[src/design/lspd_pkg.sv]
// Shared types, constants and codes for the LSB stego payload deframer.
package lspd_pkg;

  // Default build parameters
  localparam int HEADER_BYTES_DEF    = 54;
  localparam int MAGIC_MAX_CHARS_DEF = 8;

  // Fixed field widths
  localparam int BYTE_W      = 8;
  localparam int WORD_W      = 32;
  localparam int KIND_W      = 3;
  localparam int HDR_CNT_W   = 6;
  localparam int BIT_CNT_W   = 5;
  localparam int MAGIC_W     = 64;
  localparam int MLEN_W      = 4;
  localparam int MAGIC_IDX_W = 3;
  localparam int CFG_IDX_W   = 1;

  // Last bit position of a character and of a length word
  localparam logic [BIT_CNT_W-1:0] CHAR_TOP = 5'd7;
  localparam logic [BIT_CNT_W-1:0] LEN_TOP  = 5'd31;

  // Configuration register indexes
  localparam logic [CFG_IDX_W-1:0] CFG_MAGIC_VALUE  = 1'b0;
  localparam logic [CFG_IDX_W-1:0] CFG_MAGIC_LENGTH = 1'b1;

  // Configuration reset values
  localparam logic [MAGIC_W-1:0] MAGIC_VALUE_RST  = 64'd8998;
  localparam logic [MLEN_W-1:0]  MAGIC_LENGTH_RST = 4'd2;

  // Parser phases
  typedef enum logic [2:0] {
    PH_HEADER   = 3'd0,
    PH_MAGIC    = 3'd1,
    PH_EXT_LEN  = 3'd2,
    PH_EXT_CHAR = 3'd3,
    PH_PAY_LEN  = 3'd4,
    PH_PAY_BYTE = 3'd5,
    PH_DONE     = 3'd6
  } phase_t;

  // Result kinds
  typedef enum logic [KIND_W-1:0] {
    KIND_EXT_LEN  = 3'd0,
    KIND_EXT_CHAR = 3'd1,
    KIND_PAY_LEN  = 3'd2,
    KIND_PAY_BYTE = 3'd3,
    KIND_MISMATCH = 3'd4
  } kind_t;

  // One decoded result leaving the parser
  typedef struct packed {
    logic              valid;
    kind_t             kind;
    logic [WORD_W-1:0] value;
    logic              last;
  } result_t;

endpackage

[src/design/lspd_parser.sv]
// Frame parser: header skip, LSB gathering, magic check and field decoding.
module lspd_parser #(
  parameter int HEADER_BYTES    = lspd_pkg::HEADER_BYTES_DEF,
  parameter int MAGIC_MAX_CHARS = lspd_pkg::MAGIC_MAX_CHARS_DEF
) (
  input  logic                         clk,
  input  logic                         rst_n,
  input  logic                         step,
  input  logic [lspd_pkg::BYTE_W-1:0]  image_byte,
  input  logic                         frame_start,
  input  logic [lspd_pkg::MAGIC_W-1:0] magic_value,
  input  logic [lspd_pkg::MLEN_W-1:0]  magic_length,
  output lspd_pkg::result_t            res
);
  import lspd_pkg::*;

  localparam phase_t PHASE_RST = (HEADER_BYTES == 0) ? PH_MAGIC : PH_HEADER;
  localparam logic [HDR_CNT_W-1:0] HDR_LAST = HDR_CNT_W'(HEADER_BYTES);
  localparam logic [MLEN_W-1:0] MLEN_MAX = MLEN_W'(MAGIC_MAX_CHARS);

  phase_t                 phase_r, phase_nxt;
  logic [HDR_CNT_W-1:0]   header_count_r, header_count_nxt;
  logic [BIT_CNT_W-1:0]   bit_count_r, bit_count_nxt;
  logic [WORD_W-1:0]      bit_shift_r, bit_shift_nxt;
  logic [MAGIC_IDX_W-1:0] item_count_r, item_count_nxt;
  logic [WORD_W-1:0]      remaining_r, remaining_nxt;
  logic                   magic_bad_r, magic_bad_nxt;

  logic [WORD_W-1:0]      word;
  logic [BIT_CNT_W-1:0]   top;
  logic [MLEN_W-1:0]      len_used;
  logic [MLEN_W-1:0]      item_ext;
  logic [MAGIC_IDX_W-1:0] char_sel;
  logic [BYTE_W-1:0]      want;

  // Clamp the magic length into the supported range.
  always_comb begin
    if (magic_length == '0) begin
      len_used = MLEN_W'(1);
    end else if (magic_length > MLEN_MAX) begin
      len_used = MLEN_MAX;
    end else begin
      len_used = magic_length;
    end
  end

  // Next state and result for one word.
  always_comb begin
    phase_nxt        = phase_r;
    header_count_nxt = header_count_r;
    bit_count_nxt    = bit_count_r;
    bit_shift_nxt    = bit_shift_r;
    item_count_nxt   = item_count_r;
    remaining_nxt    = remaining_r;
    magic_bad_nxt    = magic_bad_r;
    word             = '0;
    top              = CHAR_TOP;
    item_ext         = '0;
    char_sel         = '0;
    want             = '0;
    res              = '0;

    if (step) begin
      // A frame start wipes the parse state before this word is used.
      if (frame_start) begin
        phase_nxt        = PHASE_RST;
        header_count_nxt = '0;
        bit_count_nxt    = '0;
        bit_shift_nxt    = '0;
        item_count_nxt   = '0;
        remaining_nxt    = '0;
        magic_bad_nxt    = 1'b0;
      end

      if (phase_nxt == PH_HEADER) begin
        header_count_nxt = header_count_nxt + HDR_CNT_W'(1);
        if (header_count_nxt >= HDR_LAST) begin
          phase_nxt = PH_MAGIC;
        end
      end else if (phase_nxt != PH_DONE) begin
        // Gather one LSB, MSB first.
        word = {bit_shift_nxt[WORD_W-2:0], image_byte[0]};
        top  = (phase_nxt == PH_EXT_LEN || phase_nxt == PH_PAY_LEN) ? LEN_TOP : CHAR_TOP;
        if (bit_count_nxt < top) begin
          bit_count_nxt = bit_count_nxt + BIT_CNT_W'(1);
          bit_shift_nxt = word;
        end else begin
          bit_count_nxt = '0;
          bit_shift_nxt = '0;
          unique case (phase_nxt)
            PH_MAGIC: begin
              item_ext = {1'b0, item_count_nxt};
              if (item_ext < len_used) begin
                char_sel = MAGIC_IDX_W'(len_used - MLEN_W'(1) - item_ext);
                want     = magic_value[char_sel*BYTE_W +: BYTE_W];
                if (word[BYTE_W-1:0] != want) begin
                  magic_bad_nxt = 1'b1;
                end
              end else begin
                magic_bad_nxt = 1'b1;
              end
              if (item_ext + MLEN_W'(1) >= len_used) begin
                item_count_nxt = '0;
                if (magic_bad_nxt) begin
                  phase_nxt = PH_DONE;
                  res.valid = 1'b1;
                  res.kind  = KIND_MISMATCH;
                  res.last  = 1'b1;
                end else begin
                  phase_nxt = PH_EXT_LEN;
                end
              end else begin
                item_count_nxt = item_count_nxt + MAGIC_IDX_W'(1);
              end
            end
            PH_EXT_LEN: begin
              remaining_nxt = word;
              phase_nxt     = (word != '0) ? PH_EXT_CHAR : PH_PAY_LEN;
              res.valid     = 1'b1;
              res.kind      = KIND_EXT_LEN;
              res.value     = word;
            end
            PH_EXT_CHAR: begin
              remaining_nxt = remaining_nxt - WORD_W'(1);
              if (remaining_nxt == '0) begin
                phase_nxt = PH_PAY_LEN;
              end
              res.valid = 1'b1;
              res.kind  = KIND_EXT_CHAR;
              res.value = {{(WORD_W-BYTE_W){1'b0}}, word[BYTE_W-1:0]};
            end
            PH_PAY_LEN: begin
              remaining_nxt = word;
              phase_nxt     = (word != '0) ? PH_PAY_BYTE : PH_DONE;
              res.valid     = 1'b1;
              res.kind      = KIND_PAY_LEN;
              res.value     = word;
              res.last      = (word == '0);
            end
            default: begin
              remaining_nxt = remaining_nxt - WORD_W'(1);
              if (remaining_nxt == '0) begin
                phase_nxt = PH_DONE;
              end
              res.valid = 1'b1;
              res.kind  = KIND_PAY_BYTE;
              res.value = {{(WORD_W-BYTE_W){1'b0}}, word[BYTE_W-1:0]};
              res.last  = (remaining_nxt == '0);
            end
          endcase
        end
      end
    end
  end

  // Parse state registers.
  always_ff @(posedge clk) begin
    if (!rst_n) begin
      phase_r        <= PHASE_RST;
      header_count_r <= '0;
      bit_count_r    <= '0;
      bit_shift_r    <= '0;
      item_count_r   <= '0;
      remaining_r    <= '0;
      magic_bad_r    <= 1'b0;
    end else begin
      phase_r        <= phase_nxt;
      header_count_r <= header_count_nxt;
      bit_count_r    <= bit_count_nxt;
      bit_shift_r    <= bit_shift_nxt;
      item_count_r   <= item_count_nxt;
      remaining_r    <= remaining_nxt;
      magic_bad_r    <= magic_bad_nxt;
    end
  end

endmodule

[src/design/lsb_stego_payload_deframer.sv]
// Top level of the LSB stego payload deframer: channel registers and configuration.
//
//  channel | direction | handshake            | payload
//  --------+-----------+----------------------+------------------------------------
//  in_     | input     | in_valid / in_stall  | in_image_byte, in_frame_start
//  out_    | output    | out_valid / out_stall| out_result_kind, out_value, out_last
//  cfg_    | input     | cfg_valid / cfg_ready| cfg_index, cfg_wdata
//
// One word per cycle while the output is not stalled: each accepted word is held in the input
// register and parsed as it moves on, and a field's result is registered in the output register.
// Throughput is set by the single parser pass between the two registers. Reset is synchronous
// and active low; it restores the configuration defaults and the header skip phase (the magic
// phase when HEADER_BYTES is zero). A stalled output holds its word and backs up into in_stall.
module lsb_stego_payload_deframer #(
  parameter int HEADER_BYTES    = lspd_pkg::HEADER_BYTES_DEF,
  parameter int MAGIC_MAX_CHARS = lspd_pkg::MAGIC_MAX_CHARS_DEF
) (
  input  logic                           clk,
  input  logic                           rst_n,
  input  logic                           in_valid,
  output logic                           in_stall,
  input  logic [lspd_pkg::BYTE_W-1:0]    in_image_byte,
  input  logic                           in_frame_start,
  output logic                           out_valid,
  input  logic                           out_stall,
  output logic [lspd_pkg::KIND_W-1:0]    out_result_kind,
  output logic [lspd_pkg::WORD_W-1:0]    out_value,
  output logic                           out_last,
  input  logic                           cfg_valid,
  output logic                           cfg_ready,
  input  logic [lspd_pkg::CFG_IDX_W-1:0] cfg_index,
  input  logic [lspd_pkg::MAGIC_W-1:0]   cfg_wdata
);
  import lspd_pkg::*;

  logic [MAGIC_W-1:0] magic_value_r;
  logic [MLEN_W-1:0]  magic_length_r;

  logic              in_vld_r;
  logic [BYTE_W-1:0] in_byte_r;
  logic              in_fs_r;

  logic              out_vld_r;
  logic [KIND_W-1:0] out_kind_r;
  logic [WORD_W-1:0] out_value_r;
  logic              out_last_r;

  logic              advance;
  logic              in_take;
  result_t           res;

  // A held word moves on when the output register is free or being emptied.
  assign advance   = in_vld_r && (!out_vld_r || !out_stall);
  assign in_stall  = in_vld_r && !advance;
  assign in_take   = in_valid && !in_stall;
  assign cfg_ready = 1'b1;

  // Configuration registers.
  always_ff @(posedge clk) begin
    if (!rst_n) begin
      magic_value_r  <= MAGIC_VALUE_RST;
      magic_length_r <= MAGIC_LENGTH_RST;
    end else if (cfg_valid && cfg_ready) begin
      unique case (cfg_index)
        CFG_MAGIC_VALUE:  magic_value_r  <= cfg_wdata;
        CFG_MAGIC_LENGTH: magic_length_r <= cfg_wdata[MLEN_W-1:0];
        default:          magic_value_r  <= magic_value_r;
      endcase
    end
  end

  // Input register.
  always_ff @(posedge clk) begin
    if (!rst_n) begin
      in_vld_r <= 1'b0;
    end else if (in_take) begin
      in_vld_r <= 1'b1;
    end else if (advance) begin
      in_vld_r <= 1'b0;
    end
  end

  always_ff @(posedge clk) begin
    if (in_take) begin
      in_byte_r <= in_image_byte;
      in_fs_r   <= in_frame_start;
    end
  end

  lspd_parser #(
    .HEADER_BYTES    (HEADER_BYTES),
    .MAGIC_MAX_CHARS (MAGIC_MAX_CHARS)
  ) u_parser (
    .clk          (clk),
    .rst_n        (rst_n),
    .step         (advance),
    .image_byte   (in_byte_r),
    .frame_start  (in_fs_r),
    .magic_value  (magic_value_r),
    .magic_length (magic_length_r),
    .res          (res)
  );

  // Output register: a new result loads, a taken one clears.
  always_ff @(posedge clk) begin
    if (!rst_n) begin
      out_vld_r <= 1'b0;
    end else if (advance && res.valid) begin
      out_vld_r <= 1'b1;
    end else if (!out_stall) begin
      out_vld_r <= 1'b0;
    end
  end

  always_ff @(posedge clk) begin
    if (advance && res.valid) begin
      out_kind_r  <= res.kind;
      out_value_r <= res.value;
      out_last_r  <= res.last;
    end
  end

  assign out_valid       = out_vld_r;
  assign out_result_kind = out_kind_r;
  assign out_value       = out_value_r;
  assign out_last        = out_last_r;

`ifndef SYNTHESIS
  // The parser never steps while a stalled result still occupies the output.
  a_no_overwrite: assert property (@(posedge clk) disable iff (!rst_n)
    advance |-> !(out_vld_r && out_stall))
    else $error("parser stepped into an occupied output register");

  // A magic mismatch always ends the frame.
  a_mismatch_last: assert property (@(posedge clk) disable iff (!rst_n)
    (advance && res.valid && res.kind == KIND_MISMATCH) |-> res.last)
    else $error("magic mismatch without last");

  // An input stall is only raised while a word is held.
  a_stall_held: assert property (@(posedge clk) disable iff (!rst_n)
    in_stall |-> in_vld_r)
    else $error("input stall without a held word");

  // A loaded result appears on the output in the next cycle.
  a_load_shows: assert property (@(posedge clk) disable iff (!rst_n)
    (advance && res.valid) |=> out_valid)
    else $error("result lost on its way to the output");
`endif

endmodule
[config.mk]
export PLATFORM = sky130hd
export DESIGN_NAME = lsb_stego_payload_deframer
export DESIGN_NICKNAME = d
export VERILOG_FILES = /design/src/design/lspd_pkg.sv /design/src/design/lspd_parser.sv /design/src/design/lsb_stego_payload_deframer.sv
export SDC_FILE = /design/constraint.sdc
export NUM_CORES = 1
export LEC_CHECK = 0
export CAP_MARGIN = 10
export CELL_PAD_IN_SITES_DETAIL_PLACEMENT = 0
export CELL_PAD_IN_SITES_GLOBAL_PLACEMENT = 2
export CORE_UTILIZATION = 35
export DETAILED_ROUTE_END_ITERATION = 10
export DONT_BUFFER_PORTS = 1
export PLACE_DENSITY_LB_ADDON = 0.25
export RECOVER_POWER = 50
export REMOVE_ABC_BUFFERS = 1
export SYNTH_ARGS = -nofsm -noshare
export SYNTH_HDL_FRONTEND = slang
export SYNTH_SLANG_ARGS = --single-unit
[constraint.sdc]
create_clock -name clk -period 19.3 [get_ports clk]
set_input_delay 2.895 -clock clk [delete_from_list [all_inputs] [get_ports clk]]
set_output_delay 2.895 -clock clk [all_outputs]
set_load 0.02 [all_outputs]
# Word level (Yosys, flattened, before mapping)
# Index checks and enable logic that the tools add are counted.
[word_totals] ff_bits=190 inputBits=79 out_inout_bits=39 elab_cells=129
[classes] n_addsub=7 order_cmp=5 n_eq_ne=7 shifts=1 muxes=69 bitwise_logic=3 n_reduce_logical=21
[ops] op="$mux W32" count=10
[ops] op="$mux W37" count=4
[ops] op="$pmux W32 S2" count=2
[ops] op="$logic_not A32 Y1" count=2
[ops] op="$shiftx A64 B7 Y8" count=1
[ops] op="$mux W3" count=18
[ops] op="$reduce_bool A32 Y1" count=1
[ops] op="$sub A32 B1 Y32 const B" count=1
[ops] op="$mux W5" count=6
[ops] op="$mux W1" count=18
[ops] op="$mux W6" count=3
[ops] op="$mux W4" count=4
[ops] op="$pmux W4 S4" count=1
[ops] op="$pmux W3 S4" count=1
[ops] op="$ne A8 B8 Y1" count=1
[ops] op="$add A6 B1 Y6 const B" count=1
[ops] op="$eq A3 B2 Y1 const B" count=2
[ops] op="$ge A6 B6 Y1 const B" count=1
[ops] op="$add A5 B1 Y5 const B" count=1
[ops] op="$lt A5 B5 Y1" count=1
[ops] op="$add A3 B1 Y4 const B" count=1
[ops] op="$ge A4 B4 Y1" count=1
[ops] op="$gt A4 B4 Y1 const B" count=1
[ops] op="$logic_and A1 B1 Y1" count=4
[ops] op="19 further kinds" count=27

# Logic depth before layout (Yosys ltp)
# Gate-level depths: netlist of run 1.
[depth] word_depth=23 mapped_depth=18

# By module
# Synthesis of run 1 repeated with hierarchy kept, for this count alone.
[hier_totals] cells_unflattened=1162 area_unflattened_um2=10580.1
[by_module_without_submodules] module="lspd_parser" instances=1 cells_each=809 area_per_inst_um2=6342.3 seq_area_each_um2=1621.6
[by_module_without_submodules] module="lsb_stego_payload_deframer" instances=1 cells_each=353 area_per_inst_um2=4237.8 seq_area_each_um2=2752.6

# Worst setup path before layout of run 1
# Ideal clock, no wire load.
[synth_path] path_type="reg-to-reg" from="register in_fs_r" to="register out_last_r, in the netlist out_last (enable)" t_arrival_ps=5818 required_time_ps=18859 slack_ps=13041 stages_incl_launch_ff=18 synth_period_minus_slack_ps=6259 cell_sequence="edfxtp_1 inv_1 clkbuf_1 clkbuf_1 buf_1 nand2_1 ha_1 fa_1 clkbuf_1 buf_2 clkbuf_1 mux4_2 mux2i_1 xnor2_1 a211oi_1 nand4_1 nand3_1 a21oi_1"
[synth_between] elab_chain_cells=20 word_cells_on_any_way=39 classes_between="add/sub: 2; order compare: 3; eq/ne: 6; shift: 1; mux: 24; reduce/logical: 3"
[synth_rtl] element="start: declaration" line_no="lsb_stego_payload_deframer.sv:41" rtl="logic in_fs_r;"
[synth_rtl] element="start signal: assignment" line_no="lsb_stego_payload_deframer.sv:86" rtl="in_fs_r <= in_frame_start;"
[synth_rtl] element="$mux W3" line_no="lspd_parser.sv:65" rtl="if (frame_start) begin"
[synth_rtl] element="$mux W3" line_no="lspd_parser.sv:63" rtl="if (step) begin"
[synth_rtl] element="$sub A3 B3 Y3" line_no="lspd_parser.sv:94" rtl="char_sel = MAGIC_IDX_W'(len_used - MLEN_W'(1) - item_ext);"
[synth_rtl] element="$shiftx A64 B7 Y8" line_no="lspd_parser.sv:95" rtl="want = magic_value[char_sel*BYTE_W +: BYTE_W];"
[synth_rtl] element="$ne A8 B8 Y1" line_no="lspd_parser.sv:96" rtl="if (word[BYTE_W-1:0] != want) begin"
[synth_rtl] element="$mux W1" line_no="lspd_parser.sv:96"
[synth_rtl] element="$mux W1" line_no="lspd_parser.sv:93" rtl="if (item_ext < len_used) begin"
[synth_rtl] element="$mux W1" line_no="lspd_parser.sv:90" rtl="unique case (phase_nxt)"
[synth_rtl] element="(+4 left out)"
[synth_rtl] element="$mux W4" line_no="lspd_parser.sv:104" rtl="if (magic_bad_nxt) begin"
[synth_rtl] element="$mux W4" line_no="lspd_parser.sv:102" rtl="if (item_ext + MLEN_W'(1) >= len_used) begin"
[synth_rtl] element="$pmux W4 S4" line_no="lspd_parser.sv:90"
[synth_rtl] element="$mux W37" line_no="lspd_parser.sv:84" rtl="if (bit_count_nxt < top) begin"
[synth_rtl] element="$mux W37" line_no="lspd_parser.sv:80" rtl="end else if (phase_nxt != PH_DONE) begin"
[synth_rtl] element="$mux W37 (*)" line_no="lspd_parser.sv:75" rtl="if (phase_nxt == PH_HEADER) begin"
[synth_rtl] element="$mux W37 (*)" line_no="lspd_parser.sv:63"
[synth_rtl] element="$logic_and A1 B1 Y1 (*)" line_no="lsb_stego_payload_deframer.sv:116" rtl="if (advance && res.valid) begin"
[synth_rtl] element="end signal: assignment" line_no="lsb_stego_payload_deframer.sv:119" rtl="out_last_r <= res.last;"
[synth_rtl] element="end: declaration" line_no="lsb_stego_payload_deframer.sv:46" rtl="logic out_last_r;"
# Every way passes the cells marked *; elsewhere a longest branch is shown, timed or not. The select of a mux whose other input is x is not followed.
# A chain may end at the register's enable or synchronous reset.

# Final worst setup path of run 1
[layout_path] from="register in_fs_r" to="register u_parser.remaining_r[10]"
[layout_between] elab_chain_cells=9 word_cells_on_any_way=22 classes_between="add/sub: 1; order compare: 1; eq/ne: 4; mux: 13; reduce/logical: 3"
[layout_rtl] element="parallel branches: the longest is 8 deep, another holds $sub A32 B1 Y32"
[layout_rtl] element="$mux W32 (*)" line_no="lspd_parser.sv:75"
[layout_rtl] element="end signal: assignment" line_no="lspd_parser.sv:172" rtl="remaining_r <= remaining_nxt;"
[layout_rtl] element="end: declaration" line_no="lspd_parser.sv:26" rtl="logic [WORD_W-1:0] remaining_r, remaining_nxt;"
# Mark *: on every way between the ends. The select of a mux whose other input is x is not followed.

==> results of run 1 <==
[registers in the layout, indices dropped and copies added (netlist names), 3 cells and up]
signal	cells
out_value	32
magic_value_r	64
u_parser.remaining_r	32
u_parser.bit_count_r	5
out_result_kind	3
magic_length_r	4
u_parser.item_count_r	3
u_parser.header_count_r	6
u_parser.phase_r	3
u_parser.bit_shift_r	31
[stage by stage]
step | utilization (%) | cell area, um2 | hold WS [ps]
after floorplan | - | 9747 | 433.6
after global placement | 36.94 | 10380 | 443.8
after detailed placement | 36.94 | 10380 | 453.9
after CTS | 39.06 | 10970 | 466.2
after global routing | 38.94 | 10940 | 484.3
final | 38.94 | 10940 | 461.1
[how the worst min path moves through the flow]
stage,end,cells after the start
floorplan,magic_value_r[13],2
global placement,magic_value_r[9],2
detailed placement,magic_value_r[21],2
CTS,magic_value_r[18],2
global route,magic_value_r[21],2
finish,magic_value_r[18],2
[power breakdown]
group | internal (W) | switching [W] | total, W
clock | 0.000176 | 0.000184 | 0.000360
sequential | 0.000408 | 0.00000408 | 0.000412
combinational | 0.0000257 | 0.0000367 | 0.0000624
total | 0.000610 | 0.000224 | 0.000835
[routing by layer]
layer | GRT usage, % | wire [um]
met4 | 5.541 | 486
met5 | 0 | 0
met2 | 33.57 | 14010
met3 | 4.234 | 1372
met1 | 27.81 | 14010
[worst max-delay path, stage by stage (launching register included)]
cell and delay, ps:
edfxtp_1 370, clkbuf_1 1220, nor2_1 540, and2_2 210, clkbuf_1 1850, inv_1 1000
ha_1 580, a41o_1 250, a21o_1 290, nand3_1 130, nor2_1 100, o21ai_0 160
clkbuf_1 1050, o21ai_0 240, a21boi_0 200
[kinds of logic after synthesis]
| family | synth area share [%] |
|---|---|
| and+or+nand+nor | 24.80 |
| muxes | 4.785 |
| other | 0.03706 |
| DFF | 41.15 |
| AOI/OAI and AO/OA | 20.52 |
| adders and majority gates | 1.929 |
| xor gates and xnor gates | 2.683 |
| buffers and inverters | 4.093 |
[synthesized netlist by cell type, types with 3 or more instances]
cell type  count
nand2_1      222
dfxtp_1      151
a21boi_0      86
clkbuf_1      80
nor2b_1       58
nor2_1        55
o21ai_0       50
a21oi_1       43
nand3_1       39
and3_1        38
edfxtp_1      38
a22oi_1       37
nor3_1        23
nor4_1        23
mux2i_1       18
xnor2_1       16
xor2_1        15
ha_1          14
o211ai_1      14
mux4_2        13
nand4_1       12
inv_1         11
a31oi_1       10
a32oi_1        9
buf_1          9
or4_1          7
and2_1         6
nor4b_1        6
o22ai_1        6
o31ai_1        6
or3_1          6
o21a_1         5
buf_2          4
a21o_1         3
o41ai_1        3
or2_2          3
[cell type report]
type | count | area share, %
tap | 378 | 4.324
timing repair buffer | 16 | 0.8922
sequential | 189 | 38.07
multi-input combinational | 894 | 50.88
clock buffer | 18 | 3.924
inverter | 11 | 0.3775
clock inverter | 14 | 1.533
==> results.cfg, run 1 <==
[synth]
syn_inst = 1189
async_flop_share_pct = 0
synth_top_cell_area_share_pct = 29.87
yosys_warnings = 0
synth_top_cell_by_area = dfxtp_1
ys_seq_area_share_pct = 41.15
syn_avg_cell_area_um2 = 8.511
synth_ff_type = dfxtp_1
ys_seq_elements = 189
synth_area_leaders = dfxtp_1, edfxtp_1, nand2_1, a21boi_0, nor2b_1
synth_cell_type_count = 73
synth_area_mm2 = 0.01012
synth-edff-count = 38

[timing]
min_period_ps = 8316
hold_violations = 0
rsz0062_at_grt = false
setup_slack_ps = 10980
timing.fmax_mhz = 120.2
setup_viol = 0
relSlewSlack_pct = -214.7
tightest_slew_ps = 4670
slew_violations = 258
fin_skew_ps = 15.61
tns_ps = 0
post-route-period-util_pct = 43.09

[critical_path]
endpoint_kind = register
reg2reg_depth = 14
path_max_fanout = 70
startpoint_type = register
r2r_end = u_parser.remaining_r[10]
r2r_slack_ps = 10980
arrival_ps = 8690
crit_end = u_parser.remaining_r[10]
crit_start = in_fs_r
critPathRequiredTime_ps = 19670
criticalPathCategory = register to register
r2r_start = in_fs_r

[power_and_ir_drop]
p_total_w = 0.0008345
power_density_mw_per_mm2 = 76.30
p_leak_nw = 3.916
ir_worst_vdd_uv = 53.89

[run_status]
violations = capacitance limit, slew limit
status = complete, but fails checks

[clocking]
cts-resized-gates = 0
ctsHoldBuffers = 0
clk_latency_ps = 450
cts.sinks = 189
cts_max_level = 4
tritoncts = built
clockRootBuffer = clkbuf_16
cts_buffers = 17
clockBufferDepth = 2
post_cts_buffers = 0
clk_pin_slew_ps = 80

[place]
dpl.hpwl_mm = 19.24
dp_cells = 1488
dp_slack_ps = 13210
numPortBuffers = 0
place_congestion = 0.8051

[floorplan]
start_util_pct = 36.03
die-area_mm2 = 0.02960
die_w_um = 172.0
num_io_pins = 118
core_mm2 = 0.02809
die_height_um = 172.0
fp-row-count = 61

[cells_and_area]
area_growth_pct = 8.086
final_cells = 1520
layout_commonest_cell = nand2_1
multi_input_area_mm2 = 0.005565
layout_common_cells = nand2_1, dfxtp_1, a21boi_0
seq_area_mm2 = 0.004164
n_antenna_cell = 0
layout.nets = 1223
fill_cells = 2956
drive_gt1_share_pct = 6.305

[hold_path]
hold_path.class = register to register
min-delay-start = magic_value_r[18]

[drt]
drt_wl_total_mm = 29.88
routedWlPerCell_um = 19.66
vias = 8368
drt-pass1-iter-count = 4
ant_nets = 0
drtIter0Drc = 485
via_per_inst = 5.505
route.detailed.drc = 0

[global_routing]
grt_max_degree = 154
grt_pass1_wl_mm = 47.04
grt_overflow = 0
antenna_found_initial = 0
grt_pass1_vias = 7995
grt_use_total_pct = 20.70

[job]
maxCapViolations = 5
No activity file was read; power rests on OpenSTA's default activity.
==> inputs of run 2 (changes only) <==
Clock period 19.3 ns to 7 ns, I/O delays scaled along.
==> run 2 against run 1 <==
Die area stayed put. Flip-flop and latch count stayed put. Clock-buffer cell count is 1 lower. The run still ends with capacitance limit, slew limit left. Combinational power grew to 2.8 times the previous value. First-iteration DRC count is 7.8% lower. Hold slack better by 0.51 ps. Clock power grew to 2.9 times the previous value. Final cell count is 0.13% higher. Non-clock buffer count is 2 higher. Register-to-register slack worse by 9500 ps. Via count is 0.23% higher.
==> results.cfg, run 2 (synthesized netlist as in run 1, its figures left out) <==
[timing]
tns_ps = 0
relSlewSlack_pct = -73.93
tightest_slew_ps = 2609
rsz0062_at_grt = false
min_period_ps = 5496
slew_violations = 65
setup_viol = 0
fin_skew_ps = 18.78
timing.fmax_mhz = 182.0
post-route-period-util_pct = 78.51
holdWs_ps = 461.6
hold_violations = 0

[drt]
route.detailed.drc = 0
via_per_inst = 5.511
ant_nets = 0
vias = 8387
drt-pass1-iter-count = 5
routedWlPerCell_um = 19.51
drt_wl_total_mm = 29.70
drtIter0Drc = 447

[cells_and_area]
layout_common_cells = nand2_1, dfxtp_1, a21boi_0
layout.nets = 1225
largest_reg_flops = 64
largest_register = magic_value_r
fill_cells = 2960
n_antenna_cell = 0
layout_commonest_cell = nand2_1
final_cells = 1522
drive_gt1_share_pct = 6.556
area_growth_pct = 8.481
utilization_pct = 39.09

[global_routing]
antenna_found_initial = 0
grt_pass1_vias = 8100
grt_overflow = 0
grt_max_degree = 154
grt_use_total_pct = 21.07
grt_pass1_wl_mm = 47.87

[run_status]
violations = capacitance limit, slew limit
status = complete, but fails checks

[critical_path]
criticalPathCategory = register to register
r2r_slack_ps = 1500
r2r_end = out_value[19]
r2r_start = in_fs_r
cp_slowest_cell = xor2_1
reg2reg_depth = 13
arrival_ps = 5640
cp_top_family = buffers and inverters
endpoint_kind = register
cpPeakStageDelay_ps = 830
cp_num_buf_inv = 3
path_max_fanout = 19
startpoint_type = register
crit_chain = inv_1 > clkbuf_1 > nand2_1 > ha_1 > fa_1 > xor2_1 > mux4_2 > xnor2_1 > mux2i_1 > nand4_1 > nand3_1 > a21oi_4 > buf_4
critPathRequiredTime_ps = 7150

[clocking]
clockRootBuffer = clkbuf_16
tritoncts = built
clockBufferDepth = 2
cts_max_level = 4
clk_latency_ps = 450
cts-resized-gates = 0
clk_pin_slew_ps = 90
post_cts_buffers = 0
ctsHoldBuffers = 0
cts.sinks = 189
cts_buffers = 17

[power_and_ir_drop]
p_total_w = 0.002342
p_leak_nw = 3.930
ir_worst_vdd_uv = 146.5
power_density_mw_per_mm2 = 213.3

[floorplan]
die-area_mm2 = 0.02960
core_mm2 = 0.02809
start_util_pct = 36.03
die_height_um = 172.0
die_w_um = 172.0
fp-row-count = 61
num_io_pins = 118

[hold_path]
hold_path_end = magic_value_r[48]
hold_path.class = register to register
hold_depth = 2
min-delay-start = magic_value_r[48]

[place]
numPortBuffers = 0
place_congestion = 0.8057
dpl.hpwl_mm = 19.43
dp_cells = 1490

[job]
maxCapViolations = 1
## run 2: per-layer routing
layer	wire length, um	GRT usage, %	up-vias
li1	-	-	4165
met1	14050	28.69	3998
met2	13710	33.99	205
met3	1610	4.601	19
met4	317	4.502	0
met5	0	0	-
## run 2: layout make-up
cell class	instances	area [um2]	area share, %
clock inverter	15	195.2	1.778
timing repair buffer	18	116.4	1.060
clock buffer	17	425.4	3.875
sequential	189	4164	37.93
multi-input combinational	894	5563	50.67
inverter	11	41.29	0.3761
tap	378	473.0	4.308
## run 2: worst max-delay path by stage
stage / startpoint / endpoint / slack, ps / cells past startpoint
finish: in_fs_r / out_value[19] / 1500 / 13
global route: in_fs_r / out_value[18] / 1170 / 13
CTS: in_fs_r / out_value[20] / 1880 / 11
detailed placement: in_fs_r / out_value[13] / 1910 / 11
global placement: in_fs_r / out_value[13] / 1980 / 11
floorplan: in_fs_r / out_last / 350 / 11
## run 2: worst min-delay path, stage by stage (launching register included)
cell	delay [ps]
dfxtp_1	320
nand2_1	40
a21boi_0	60
## run 2: per-stage QoR
step	area [um2]	setup slack (ps)
floorplan	9747	353.8
global placement	10390	1979
detailed placement	10390	1914
CTS	11010	1884
global route	10980	1170
finish	10980	1504
## run 2: power by group
group | switching (W) | internal [W] | total [W]
registers | 0.0000112 | 0.00113 | 0.00114
clock network | 0.000534 | 0.000499 | 0.00103
logic | 0.000101 | 0.0000709 | 0.000172
total | 0.000646 | 0.00170 | 0.00234
==> inputs of run 3 (changes only) <==
Clock period 7 ns to 4.8 ns, I/O delays scaled along.
==> run 3 against run 2 <==
The run still ends with capacitance limit, slew limit left. Sequential share of layout area decreased by 0.36 points. Global-route usage decreased by 0.45 points. Combinational power increased by 50%. Die area unchanged. Clock skew decreased by 1.4 ps. Final cell count increased by 0.72%. Critical path depth unchanged. Worst setup slack got worse by 970 ps. Clock power increased by 46%. Total power increased by 46%. Design area increased by 0.97%. Critical path type unchanged. Highest routed layer unchanged.
==> results.cfg, run 3 (synthesized netlist as in run 1, its figures left out) <==
[run_status]
status = complete, but fails checks
violations = capacitance limit, slew limit

[critical_path]
cp_num_buf_inv = 3
criticalPathCategory = register to register
path_max_fanout = 22
startpoint_type = register
endpoint_kind = register
critPathRequiredTime_ps = 4950
cp_slowest_cell = a21oi_4
cpPeakStageDelay_ps = 690
arrival_ps = 4410
crit_chain = inv_1 > nand2_1 > ha_1 > fa_1 > buf_4 > mux4_2 > mux2i_1 > xnor2_1 > nor4_1 > nand4_1 > nand3_1 > a21oi_4 > buf_4
crit_path_frequent_cell = buf_4
cp_top_family = buffers and inverters

[drt]
drtIter0Drc = 502
via_per_inst = 5.603
drt-pass1-iter-count = 5
drt_wl_total_mm = 29.82
route.detailed.drc = 0
routedWlPerCell_um = 19.45
vias = 8589
ant_nets = 0

[timing]
tightest_slew_ps = 2783
fin_skew_ps = 17.39
relSlewSlack_pct = -85.54
hold_violations = 0
rsz0062_at_grt = false
setup_slack_ps = 536.2
post-route-period-util_pct = 88.83
setup_viol = 0
min_period_ps = 4264
slew_violations = 65
timing.fmax_mhz = 234.5

[clocking]
post_cts_buffers = 0
cts_buffers = 17
tritoncts = built
clk_pin_slew_ps = 90
cts_max_level = 4
ctsHoldBuffers = 0
cts-resized-gates = 0
cts.sinks = 189
clockRootBuffer = clkbuf_16
clk_latency_ps = 450
clockBufferDepth = 2

[cells_and_area]
largest_reg_flops = 64
n_antenna_cell = 0
layout_commonest_cell = nand2_1
largest_register = magic_value_r
layout_common_cells = nand2_1, dfxtp_1, a21boi_0
final_cells = 1533
drive_gt1_share_pct = 7.792
fill_cells = 2966
layout.nets = 1236
final_cell_area_mm2 = 0.01108
utilization_pct = 39.46
area_growth_pct = 9.533

[global_routing]
grt_pass1_vias = 8010
grt_overflow = 0
antenna_found_initial = 0
grt_use_total_pct = 20.62
grt_pass1_wl_mm = 46.91
grt_max_degree = 154

[power_and_ir_drop]
ir_worst_vdd_uv = 210.7
power_density_mw_per_mm2 = 308.3
power_frac_clock_pct = 43.9
power_report.internal_total_w = 0.002476
p_leak_nw = 4.001
p_sw_w = 0.0009410
switching_share_pct = 27.54
power.share.sequential_pct = 48.5
combinationalPowerShare_pct = 7.5

[place]
dpl-instance-area_mm2 = 0.01047
dp_cells = 1501
numPortBuffers = 0
place_congestion = 0.8392
dp_slack_ps = 440.0
dpl.hpwl_mm = 19.81

[floorplan]
fp-row-count = 61
num_io_pins = 118
die-area_mm2 = 0.02960
die_height_um = 172.0
start_util_pct = 36.03
die_w_um = 172.0
core_mm2 = 0.02809

[hold_path]
hold_path.class = primary input to register

[job]
maxCapViolations = 1
==> run 3: cell count changes in the layout (fill, tap and decap cells not counted), sizes merged <==
| cell | change |
|---|---|
| clkinv | +1 |
| inv | -1 |
| clkbuf | -3 |
| buf | +14 |
==> run 3: worst paths after layout <==
path                startpoint           endpoint  slack, ps  depth (start not counted)
max reg2reg            in_fs_r      out_value[18]        540                         13
min                      rst_n  magic_value_r[13]        350                          1
min reg2reg  magic_value_r[33]  magic_value_r[33]        460                          2
max                    in_fs_r      out_value[18]        540                         13
==> run 3: area by class of cell <==
| cell class | count | area (um2) | share of cell area [%] |
|---|---|---|---|
| Inverter | 11 | 41.29 | 0.3725 |
| Clock inverter | 15 | 195.2 | 1.761 |
| Multi-Input combinational cell | 894 | 5575 | 50.30 |
| Clock buffer | 17 | 425.4 | 3.838 |
| Sequential cell | 189 | 4164 | 37.57 |
| Tap cell | 378 | 473.0 | 4.267 |
| Timing Repair Buffer | 29 | 210.2 | 1.896 |
==> run 3: power by group through the flow <==
stage | combinational (W) | clock [W] | sequential, W
floorplan | 0.000180 | 0 | 0.00170
global placement | 0.000261 | 0 | 0.00169
detailed placement | 0.000262 | 0 | 0.00170
CTS | 0.000263 | 0.00154 | 0.00166
global route | 0.000283 | 0.00160 | 0.00166
finish | 0.000258 | 0.00150 | 0.00166
==> run 3: per-layer routing <==
metal | vias up | part of all wire, % | GRT usage, %
met5 | - | 0 | 0
met4 | 0 | 1.1 | 4.232
met3 | 29 | 5.3 | 4.143
met2 | 229 | 47 | 33.49
met1 | 4144 | 47 | 28.20
li1 | 4187 | - | -
==> run 3: stage by stage <==
stage / total power (W) / setup TNS (ps) / hold WS [ps]
2_1_floorplan: 0.001878 / -72210 / 433.6
3_3_place_gp: 0.001956 / 0 / 444.4
3_5_place_dp: 0.001958 / 0 / 454.2
4_1_cts: 0.003464 / 0 / 331.5
5_1_grt: 0.003547 / 0 / 316.4
6_report: 0.003417 / 0 / 347.4
